[src/rtl/core/rgb_to_hsl_channel_extract_macros.svh]
// ----------------------------------------------------------------------------
// rgb_to_hsl_channel_extract_macros
// assertion helpers shared by the rgb to hsl channel extractor
// ----------------------------------------------------------------------------
`ifndef RGB_TO_HSL_CHANNEL_EXTRACT_MACROS_SVH
`define RGB_TO_HSL_CHANNEL_EXTRACT_MACROS_SVH

// same-cycle implication, checked out of reset
`define RTHS_ASSERT_NOW(lbl, ante, cons, msg) \
  lbl: assert property (@(posedge clk) disable iff (!rst_n) (ante) |-> (cons)) else $error(msg);

// next-cycle implication, checked out of reset
`define RTHS_ASSERT_NEXT(lbl, ante, cons, msg) \
  lbl: assert property (@(posedge clk) disable iff (!rst_n) (ante) |=> (cons)) else $error(msg);

`endif

[src/rtl/core/rths_pkg.sv]
// ----------------------------------------------------------------------------
// rths_pkg
// types and constants of the rgb to hsl channel extractor
// ----------------------------------------------------------------------------
`timescale 1ns / 1ps

package rths_pkg;

  localparam int PIX_W     = 8;
  localparam int SEL_W     = 3;
  localparam int NUM_W     = 19;
  localparam int DEN_W     = 11;
  localparam int Q_W       = 8;
  localparam int DIV_STEPS = 2;
  localparam int APB_W     = 32;
  localparam int ADDR_W    = 3;

  typedef enum logic [SEL_W-1:0] {
    CH_RED   = 3'd0,
    CH_GREEN = 3'd1,
    CH_BLUE  = 3'd2,
    CH_HUE   = 3'd3,
    CH_SAT   = 3'd4,
    CH_LUM   = 3'd5
  } chsel_t;

  typedef enum logic [1:0] {
    MX_RED   = 2'd0,
    MX_GREEN = 2'd1,
    MX_BLUE  = 2'd2
  } maxc_t;

  typedef struct packed {
    logic             use_div;
    logic [PIX_W-1:0] direct;
  } side_t;

endpackage

[src/rtl/core/rths_div.sv]
// ----------------------------------------------------------------------------
// rths_div
// pipelined restoring divider, two quotient bits per stage
// ----------------------------------------------------------------------------
`timescale 1ns / 1ps

module rths_div import rths_pkg::*; (
  input  logic             clk,
  input  logic             rst_n,
  input  logic             en,
  input  logic             in_valid,
  input  logic [NUM_W-1:0] in_num,
  input  logic [DEN_W-1:0] in_den,
  input  side_t            in_side,
  output logic             out_valid,
  output logic [Q_W-1:0]   out_q,
  output side_t            out_side
);

  localparam int STAGES = Q_W / DIV_STEPS;

  logic [STAGES-1:0] vld_r;
  logic [NUM_W-1:0]  rem_r  [STAGES];
  logic [DEN_W-1:0]  den_r  [STAGES];
  logic [Q_W-1:0]    q_r    [STAGES];
  side_t             side_r [STAGES];

  for (genvar k = 0; k < STAGES; k++) begin : g_stage
    logic             vld_src;
    logic [NUM_W-1:0] rem_src;
    logic [DEN_W-1:0] den_src;
    logic [Q_W-1:0]   q_src;
    side_t            side_src;
    logic [NUM_W-1:0] rem_nxt;
    logic [Q_W-1:0]   q_nxt;

    if (k == 0) begin : g_first
      assign vld_src  = in_valid;
      assign rem_src  = in_num;
      assign den_src  = in_den;
      assign q_src    = '0;
      assign side_src = in_side;
    end else begin : g_next
      assign vld_src  = vld_r[k-1];
      assign rem_src  = rem_r[k-1];
      assign den_src  = den_r[k-1];
      assign q_src    = q_r[k-1];
      assign side_src = side_r[k-1];
    end

    always_comb begin
      logic [NUM_W-1:0] trial;
      rem_nxt = rem_src;
      q_nxt   = q_src;
      for (int j = 0; j < DIV_STEPS; j++) begin
        trial = NUM_W'(den_src) << (Q_W - 1 - k * DIV_STEPS - j);
        if (rem_nxt >= trial) begin
          rem_nxt = rem_nxt - trial;
          q_nxt   = {q_nxt[Q_W-2:0], 1'b1};
        end else begin
          q_nxt   = {q_nxt[Q_W-2:0], 1'b0};
        end
      end
    end

    always_ff @(posedge clk) begin
      if (!rst_n) begin
        vld_r[k] <= 1'b0;
      end else if (en) begin
        vld_r[k] <= vld_src;
      end
    end

    always_ff @(posedge clk) begin
      if (en) begin
        rem_r[k]  <= rem_nxt;
        den_r[k]  <= den_src;
        q_r[k]    <= q_nxt;
        side_r[k] <= side_src;
      end
    end
  end

  assign out_valid = vld_r[STAGES-1];
  assign out_q     = q_r[STAGES-1];
  assign out_side  = side_r[STAGES-1];

endmodule

[src/rtl/core/rgb_to_hsl_channel_extract.sv]
// ----------------------------------------------------------------------------
// rgb_to_hsl_channel_extract
// picks red, green, blue, hue, saturation or luminosity of an rgb pixel
//
//   port group   dir  handshake          carries
//   in_*         in   in_valid/in_ready  red, green, blue (8b each)
//   out_*        out  out_valid/out_ready channel_value (8b)
//   apb          in   psel/penable       channel_select at address 0
//
// one word per clock sustained unless out_ready holds off the output
// stages are capture, max/min, numerator build, 4 divider stages, output
// synchronous active-low reset clears valid bits and channel_select
// a stalled output freezes the whole pipeline, in_ready follows it
// ----------------------------------------------------------------------------
`timescale 1ns / 1ps
`include "rgb_to_hsl_channel_extract_macros.svh"

module rgb_to_hsl_channel_extract import rths_pkg::*; (
  input  logic              clk,
  input  logic              rst_n,
  input  logic              in_valid,
  output logic              in_ready,
  input  logic [PIX_W-1:0]  in_red,
  input  logic [PIX_W-1:0]  in_green,
  input  logic [PIX_W-1:0]  in_blue,
  output logic              out_valid,
  input  logic              out_ready,
  output logic [PIX_W-1:0]  out_channel_value,
  input  logic              psel,
  input  logic              penable,
  input  logic              pwrite,
  input  logic [ADDR_W-1:0] paddr,
  input  logic [APB_W-1:0]  pwdata,
  output logic [APB_W-1:0]  prdata,
  output logic              pready
);

  logic en;

  // configuration
  logic [SEL_W-1:0] sel_r;

  assign pready = 1'b1;

  always_ff @(posedge clk) begin
    if (!rst_n) begin
      sel_r <= CH_RED;
    end else if (psel && penable && pwrite && pready && !paddr[2]) begin
      sel_r <= pwdata[SEL_W-1:0];
    end
  end

  assign prdata = paddr[2] ? '0 : APB_W'(sel_r);

  // stage 1: capture
  logic             s1_valid_r;
  logic [PIX_W-1:0] s1_r_r, s1_g_r, s1_b_r;

  assign en       = out_ready || !out_valid;
  assign in_ready = en;

  always_ff @(posedge clk) begin
    if (!rst_n) begin
      s1_valid_r <= 1'b0;
    end else if (en) begin
      s1_valid_r <= in_valid;
    end
  end

  always_ff @(posedge clk) begin
    if (en) begin
      s1_r_r <= in_red;
      s1_g_r <= in_green;
      s1_b_r <= in_blue;
    end
  end

  // stage 2: max, min, range, sum, direct value
  logic             s2_valid_r;
  logic [PIX_W-1:0] s2_r_r, s2_g_r, s2_b_r, s2_dl_r;
  logic [PIX_W:0]   s2_sum_r;
  maxc_t            s2_maxc_r;
  logic             s2_hue_r;
  side_t            s2_side_r;

  logic [PIX_W-1:0] mx_nxt, mn_nxt, dl_nxt;
  logic [PIX_W:0]   sum_nxt;
  maxc_t            maxc_nxt;
  side_t            side_nxt;

  always_comb begin
    mx_nxt = (s1_r_r > s1_g_r) ? s1_r_r : s1_g_r;
    mx_nxt = (mx_nxt > s1_b_r) ? mx_nxt : s1_b_r;
    mn_nxt = (s1_r_r < s1_g_r) ? s1_r_r : s1_g_r;
    mn_nxt = (mn_nxt < s1_b_r) ? mn_nxt : s1_b_r;
    dl_nxt  = mx_nxt - mn_nxt;
    sum_nxt = {1'b0, mx_nxt} + {1'b0, mn_nxt};
    if (mx_nxt == s1_r_r) begin
      maxc_nxt = MX_RED;
    end else if (mx_nxt == s1_g_r) begin
      maxc_nxt = MX_GREEN;
    end else begin
      maxc_nxt = MX_BLUE;
    end
    side_nxt.use_div = 1'b0;
    side_nxt.direct  = '0;
    case (sel_r)
      CH_RED:   side_nxt.direct = s1_r_r;
      CH_GREEN: side_nxt.direct = s1_g_r;
      CH_BLUE:  side_nxt.direct = s1_b_r;
      CH_HUE, CH_SAT: side_nxt.use_div = (dl_nxt != '0);
      CH_LUM:   side_nxt.direct = sum_nxt[PIX_W:1];
      default:  side_nxt.direct = '0;
    endcase
  end

  always_ff @(posedge clk) begin
    if (!rst_n) begin
      s2_valid_r <= 1'b0;
    end else if (en) begin
      s2_valid_r <= s1_valid_r;
    end
  end

  always_ff @(posedge clk) begin
    if (en) begin
      s2_r_r    <= s1_r_r;
      s2_g_r    <= s1_g_r;
      s2_b_r    <= s1_b_r;
      s2_dl_r   <= dl_nxt;
      s2_sum_r  <= sum_nxt;
      s2_maxc_r <= maxc_nxt;
      s2_hue_r  <= (sel_r == CH_HUE);
      s2_side_r <= side_nxt;
    end
  end

  // stage 3: dividend and divisor
  logic             s3_valid_r;
  logic [NUM_W-1:0] s3_num_r;
  logic [DEN_W-1:0] s3_den_r;
  side_t            s3_side_r;

  logic signed [DEN_W:0] m_raw;
  logic [DEN_W-1:0]      m_u, dl6;
  logic [PIX_W:0]        sden;
  logic [NUM_W-1:0]      num_nxt;
  logic [DEN_W-1:0]      den_nxt;

  always_comb begin
    dl6 = DEN_W'({s2_dl_r, 2'b00}) + DEN_W'({s2_dl_r, 1'b0});
    case (s2_maxc_r)
      MX_RED:   m_raw = $signed({4'b0, s2_g_r}) - $signed({4'b0, s2_b_r});
      MX_GREEN: m_raw = $signed({4'b0, s2_b_r}) - $signed({4'b0, s2_r_r})
                        + $signed({3'b0, s2_dl_r, 1'b0});
      MX_BLUE:  m_raw = $signed({4'b0, s2_r_r}) - $signed({4'b0, s2_g_r})
                        + $signed({2'b0, s2_dl_r, 2'b00});
      default:  m_raw = '0;
    endcase
    if (m_raw < 0) begin
      m_raw = m_raw + $signed({1'b0, dl6});
    end
    m_u  = m_raw[DEN_W-1:0];
    sden = (s2_sum_r <= (PIX_W+1)'(255)) ? s2_sum_r
                                          : (PIX_W+1)'(10'd510 - {1'b0, s2_sum_r});
    if (s2_hue_r) begin
      num_nxt = {m_u, 8'b0} - {8'b0, m_u};
      den_nxt = dl6;
    end else begin
      num_nxt = {3'b0, s2_dl_r, 8'b0} - {11'b0, s2_dl_r};
      den_nxt = {2'b0, sden};
    end
  end

  always_ff @(posedge clk) begin
    if (!rst_n) begin
      s3_valid_r <= 1'b0;
    end else if (en) begin
      s3_valid_r <= s2_valid_r;
    end
  end

  always_ff @(posedge clk) begin
    if (en) begin
      s3_num_r  <= num_nxt;
      s3_den_r  <= den_nxt;
      s3_side_r <= s2_side_r;
    end
  end

  // stages 4 to 7: divider
  logic           dv_valid;
  logic [Q_W-1:0] dv_q;
  side_t          dv_side;

  rths_div u_div (
    .clk       (clk),
    .rst_n     (rst_n),
    .en        (en),
    .in_valid  (s3_valid_r),
    .in_num    (s3_num_r),
    .in_den    (s3_den_r),
    .in_side   (s3_side_r),
    .out_valid (dv_valid),
    .out_q     (dv_q),
    .out_side  (dv_side)
  );

  // stage 8: output word
  logic             out_valid_r;
  logic [PIX_W-1:0] out_value_r;

  always_ff @(posedge clk) begin
    if (!rst_n) begin
      out_valid_r <= 1'b0;
    end else if (en) begin
      out_valid_r <= dv_valid;
    end
  end

  always_ff @(posedge clk) begin
    if (en) begin
      out_value_r <= dv_side.use_div ? dv_q : dv_side.direct;
    end
  end

  assign out_valid         = out_valid_r;
  assign out_channel_value = out_value_r;

  // checks
  `RTHS_ASSERT_NOW(a_hue_range, out_valid_r && sel_r == CH_HUE, out_value_r != 8'hFF, "hue too high")
  `RTHS_ASSERT_NOW(a_unused_zero, out_valid_r && sel_r > CH_LUM, out_value_r == '0, "nonzero word")
  `RTHS_ASSERT_NEXT(a_div_den, en && s2_valid_r && s2_side_r.use_div, s3_den_r != '0, "zero divisor")

endmodule

[config.mk]
export PLATFORM = sky130hd
export DESIGN_NAME = rgb_to_hsl_channel_extract
export DESIGN_NICKNAME = d
export VERILOG_FILES = /design/src/rtl/core/rths_pkg.sv /design/src/rtl/core/rths_div.sv /design/src/rtl/core/rgb_to_hsl_channel_extract.sv
export VERILOG_INCLUDE_DIRS = /design/src /design/src/rtl/core
export SDC_FILE = /design/constraint.sdc
export NUM_CORES = 1
export LEC_CHECK = 0
export BUFFER_PORTS_ARGS = -buffer_cell sky130_fd_sc_hd__buf_2
export CORE_AREA = 2 2 216 218
export CTS_CLUSTER_DIAMETER = 60
export DETAILED_ROUTE_END_ITERATION = 8
export DIE_AREA = 0 0 218 220
export SLEW_MARGIN = 0
export SYNTH_ARGS = -nofsm -noshare
export SYNTH_HDL_FRONTEND = slang
export SYNTH_HIERARCHICAL = 1
export SYNTH_SLANG_ARGS = --single-unit
[constraint.sdc]
create_clock -name clk -period 11.03 [get_ports clk]
set_input_delay 1.103 -clock clk [delete_from_list [all_inputs] [get_ports clk]]
set_output_delay 1.103 -clock clk [all_outputs]
set_load 0.01 [all_outputs]
==> flow_metrics.env <==
export IMPL_status="complete, no violations"
export IMPL_startpoint="s2_r_r[0]"
export IMPL_dr_pass1_iters=6
export IMPL_yosysSeqAreaShare_pct=40.9
export IMPL_hold_path_class="reg -> reg"
export IMPL_grt_first_pass_wirelength_mm=73.2
export IMPL_cts_tree="yes"
export IMPL_antenna_found_initial=0
export IMPL_synth_edff_count=269
export IMPL_grt_start_max_net_pins=161
export IMPL_yosysUniqueCellTypes=94
export IMPL_drt_wirelength_per_cell_um=17.4
export IMPL_holdBufCountCts=0
export IMPL_end_kind="register"
export IMPL_clk_latency_ps=590
export IMPL_min_period_ps=7360
export IMPL_hold_violations=0
export IMPL_gr_total_overflow=0
export IMPL_timing_rr_end="s3_num_r[17]"
export IMPL_finalWirelength_mm=46.3
export IMPL_cts_resized=0
export IMPL_path_max_fanout=5
export IMPL_cp_slowest_cell="a221oi_1"
export IMPL_routabilityCongestion=0.911
export IMPL_fin_skew_ps=22.3
export IMPL_syn_area_um2=20300
export IMPL_root_buffer="clkbuf_16"
export IMPL_cts_made_buffers=31
export IMPL_critPathArrivalTime_ps=7660
export IMPL_cp_common_cell="ha_1"
export IMPL_path_class="reg -> reg"
export IMPL_io_pins=109
export IMPL_antenna_cells=0
export IMPL_ys_warnings_count=6
export IMPL_antenna_left=0
export IMPL_fmax_ghz=0.136
export IMPL_core_um2=45900
export IMPL_cp_endpoint="s3_num_r[17]"
export IMPL_syn2layout_area_growth_pct=9.62
export IMPL_setup_viol=0
export IMPL_r2r_start="s2_r_r[0]"
export IMPL_die_area_um2=48000
export IMPL_synthArstFlopShare_pct=0
export IMPL_die_height_um=220
export IMPL_syn_avg_cell_area_um2=10.3
export IMPL_fin_tns_setup_ps=0
export IMPL_htree_levels=1
export IMPL_postSynthCellCount=1977
export IMPL_reg2regPathDepth=29
export IMPL_slew_headroom_pct=33.9
export IMPL_drt_initial_drc_count=962
export IMPL_die_x_um=218
export IMPL_layout_common_cells="269 x edfxtp_1, 201 x ha_1, 182 x inv_1"
export IMPL_fin_cells=2655
export IMPL_final_common_cell="edfxtp_1"
export IMPL_portBuffers=47
export IMPL_grtUsageTotal_pct=19.1
export IMPL_cp_start_kind="register"
export IMPL_cts_buffer_depth=3
export IMPL_r2r_setup_slack_ps=3670
export IMPL_dp_hpwl_mm=35.6
export IMPL_drive_above_1_share_pct=10.2
export IMPL_start_util_pct=44.2
export IMPL_grt_pass1_vias=14000
export IMPL_drc=0
export IMPL_synth_ff_type="edfxtp_1"
export IMPL_rows=79
export IMPL_dpl_cell_count=2597
export IMPL_fin_nets=2306
export IMPL_cp_required_ps=11330
export IMPL_max_stage_delay_ps=540
export IMPL_cap_violations=0
export IMPL_clk_pin_slew_ps=60
export IMPL_ys_ff_latch=280
export IMPL_period_share_pct=66.7
export IMPL_vias_per_cell=5.46
export IMPL_tightest_slew_ps=986
export IMPL_cts_sinks=280
export IMPL_maxSlewViolCount=0
export IMPL_cts_setup_buffers=0
export IMPL_vias=14500
export IMPL_rsz0062_at_grt="no"
## registers in the layout (all words and copies together), names as in the netlist, 9 cells and up
signal	count
u_div/rem_r	57
u_div/side_r	36
u_div/den_r	33
u_div/q_r	20
s3_num_r	19
s3_den_r	11
s2_side_r	9
s3_side_r	9
## synth_stat cells, types with 25 or more instances
cell type,n,area share [%]
ha_1,201,12
nor2_1,168,3.1
mux2i_1,47,2.3
a21oi_1,153,3.8
xnor2_1,106,4.6
nand2_1,84,1.6
inv_1,182,3.4
o21bai_1,25,0.92
nor2b_1,40,1.2
xor2_1,44,1.9
nand3_1,45,1.1
a21o_1,44,1.6
clkbuf_1,27,0.50
o21ai_0,90,2.2
mux2_2,63,3.5
edfxtp_1,269,40
buf_4,32,1.2
nand2b_1,26,0.80
## logic make-up after synthesis
group	Yosys count	synth area share (%)
compound gates	481	15.4
xor+xnor	150	6.47
fa+ha+maj	217	14.0
buf+inv	254	5.39
flops	280	40.9
mux	114	6.09
other cells	2	0.0370
simple gates	479	11.7
## area by class of cell
type | count | area, um^2
Fill cell | 4194 | 23600
Timing Repair Buffer | 55 | 308
Sequential cell | 280 | 8300
Clock inverter | 23 | 374
Multi-Input combinational cell | 1471 | 11000
Tap cell | 607 | 759
Clock buffer | 35 | 791
Inverter | 184 | 691
## through the flow
| step | hold slack (ps) | setup WS [ps] | utilization (%) | cell area, um^2 |
|---|---|---|---|---|
| final | 417 | 3670 | 48.5 | 22200 |
| after global routing | 417 | 3200 | 48.5 | 22200 |
| after CTS | 409 | 3700 | 48.5 | 22200 |
| after detailed placement | 405 | 3740 | 46.0 | 21100 |
| after global placement | 400 | 3760 | 46.0 | 21100 |
| after floorplan | 400 | 1160 | - | 20400 |
## metal layers
layer	global-route usage (%)	wire length (um)	part of all wire [%]
met1	25.5	20900	45
met2	32.3	22100	48
met3	2.44	1790	3.9
met4	6.01	1430	3.1
met5	0	0	0
## worst min-delay path by stage
stage                                   from                 end  cells after the start
after floorplan                 s2_side_r[0]        s3_side_r[0]                      0
after global placement    u_div/side_r[1][5]  u_div/side_r[2][5]                      0
after detailed placement     u_div/q_r[2][0]     u_div/q_r[3][2]                      0
after CTS                       s2_side_r[7]        s3_side_r[7]                      0
after global routing            s2_side_r[7]        s3_side_r[7]                      0
final                     u_div/side_r[1][6]  u_div/side_r[2][6]                      0
## worst max-delay path: cells and delay by family (launching register included)
kind,cells,cell delay (ps)
compound gates,9,2450
fa+ha+maj,5,1710
simple gates,10,1350
xor+xnor,3,610
flops,1,410
mux,1,360
buf+inv,1,200
Power is not shown: default switching activity piles up to over one toggle a cycle in this logic, so the estimate is an artifact.
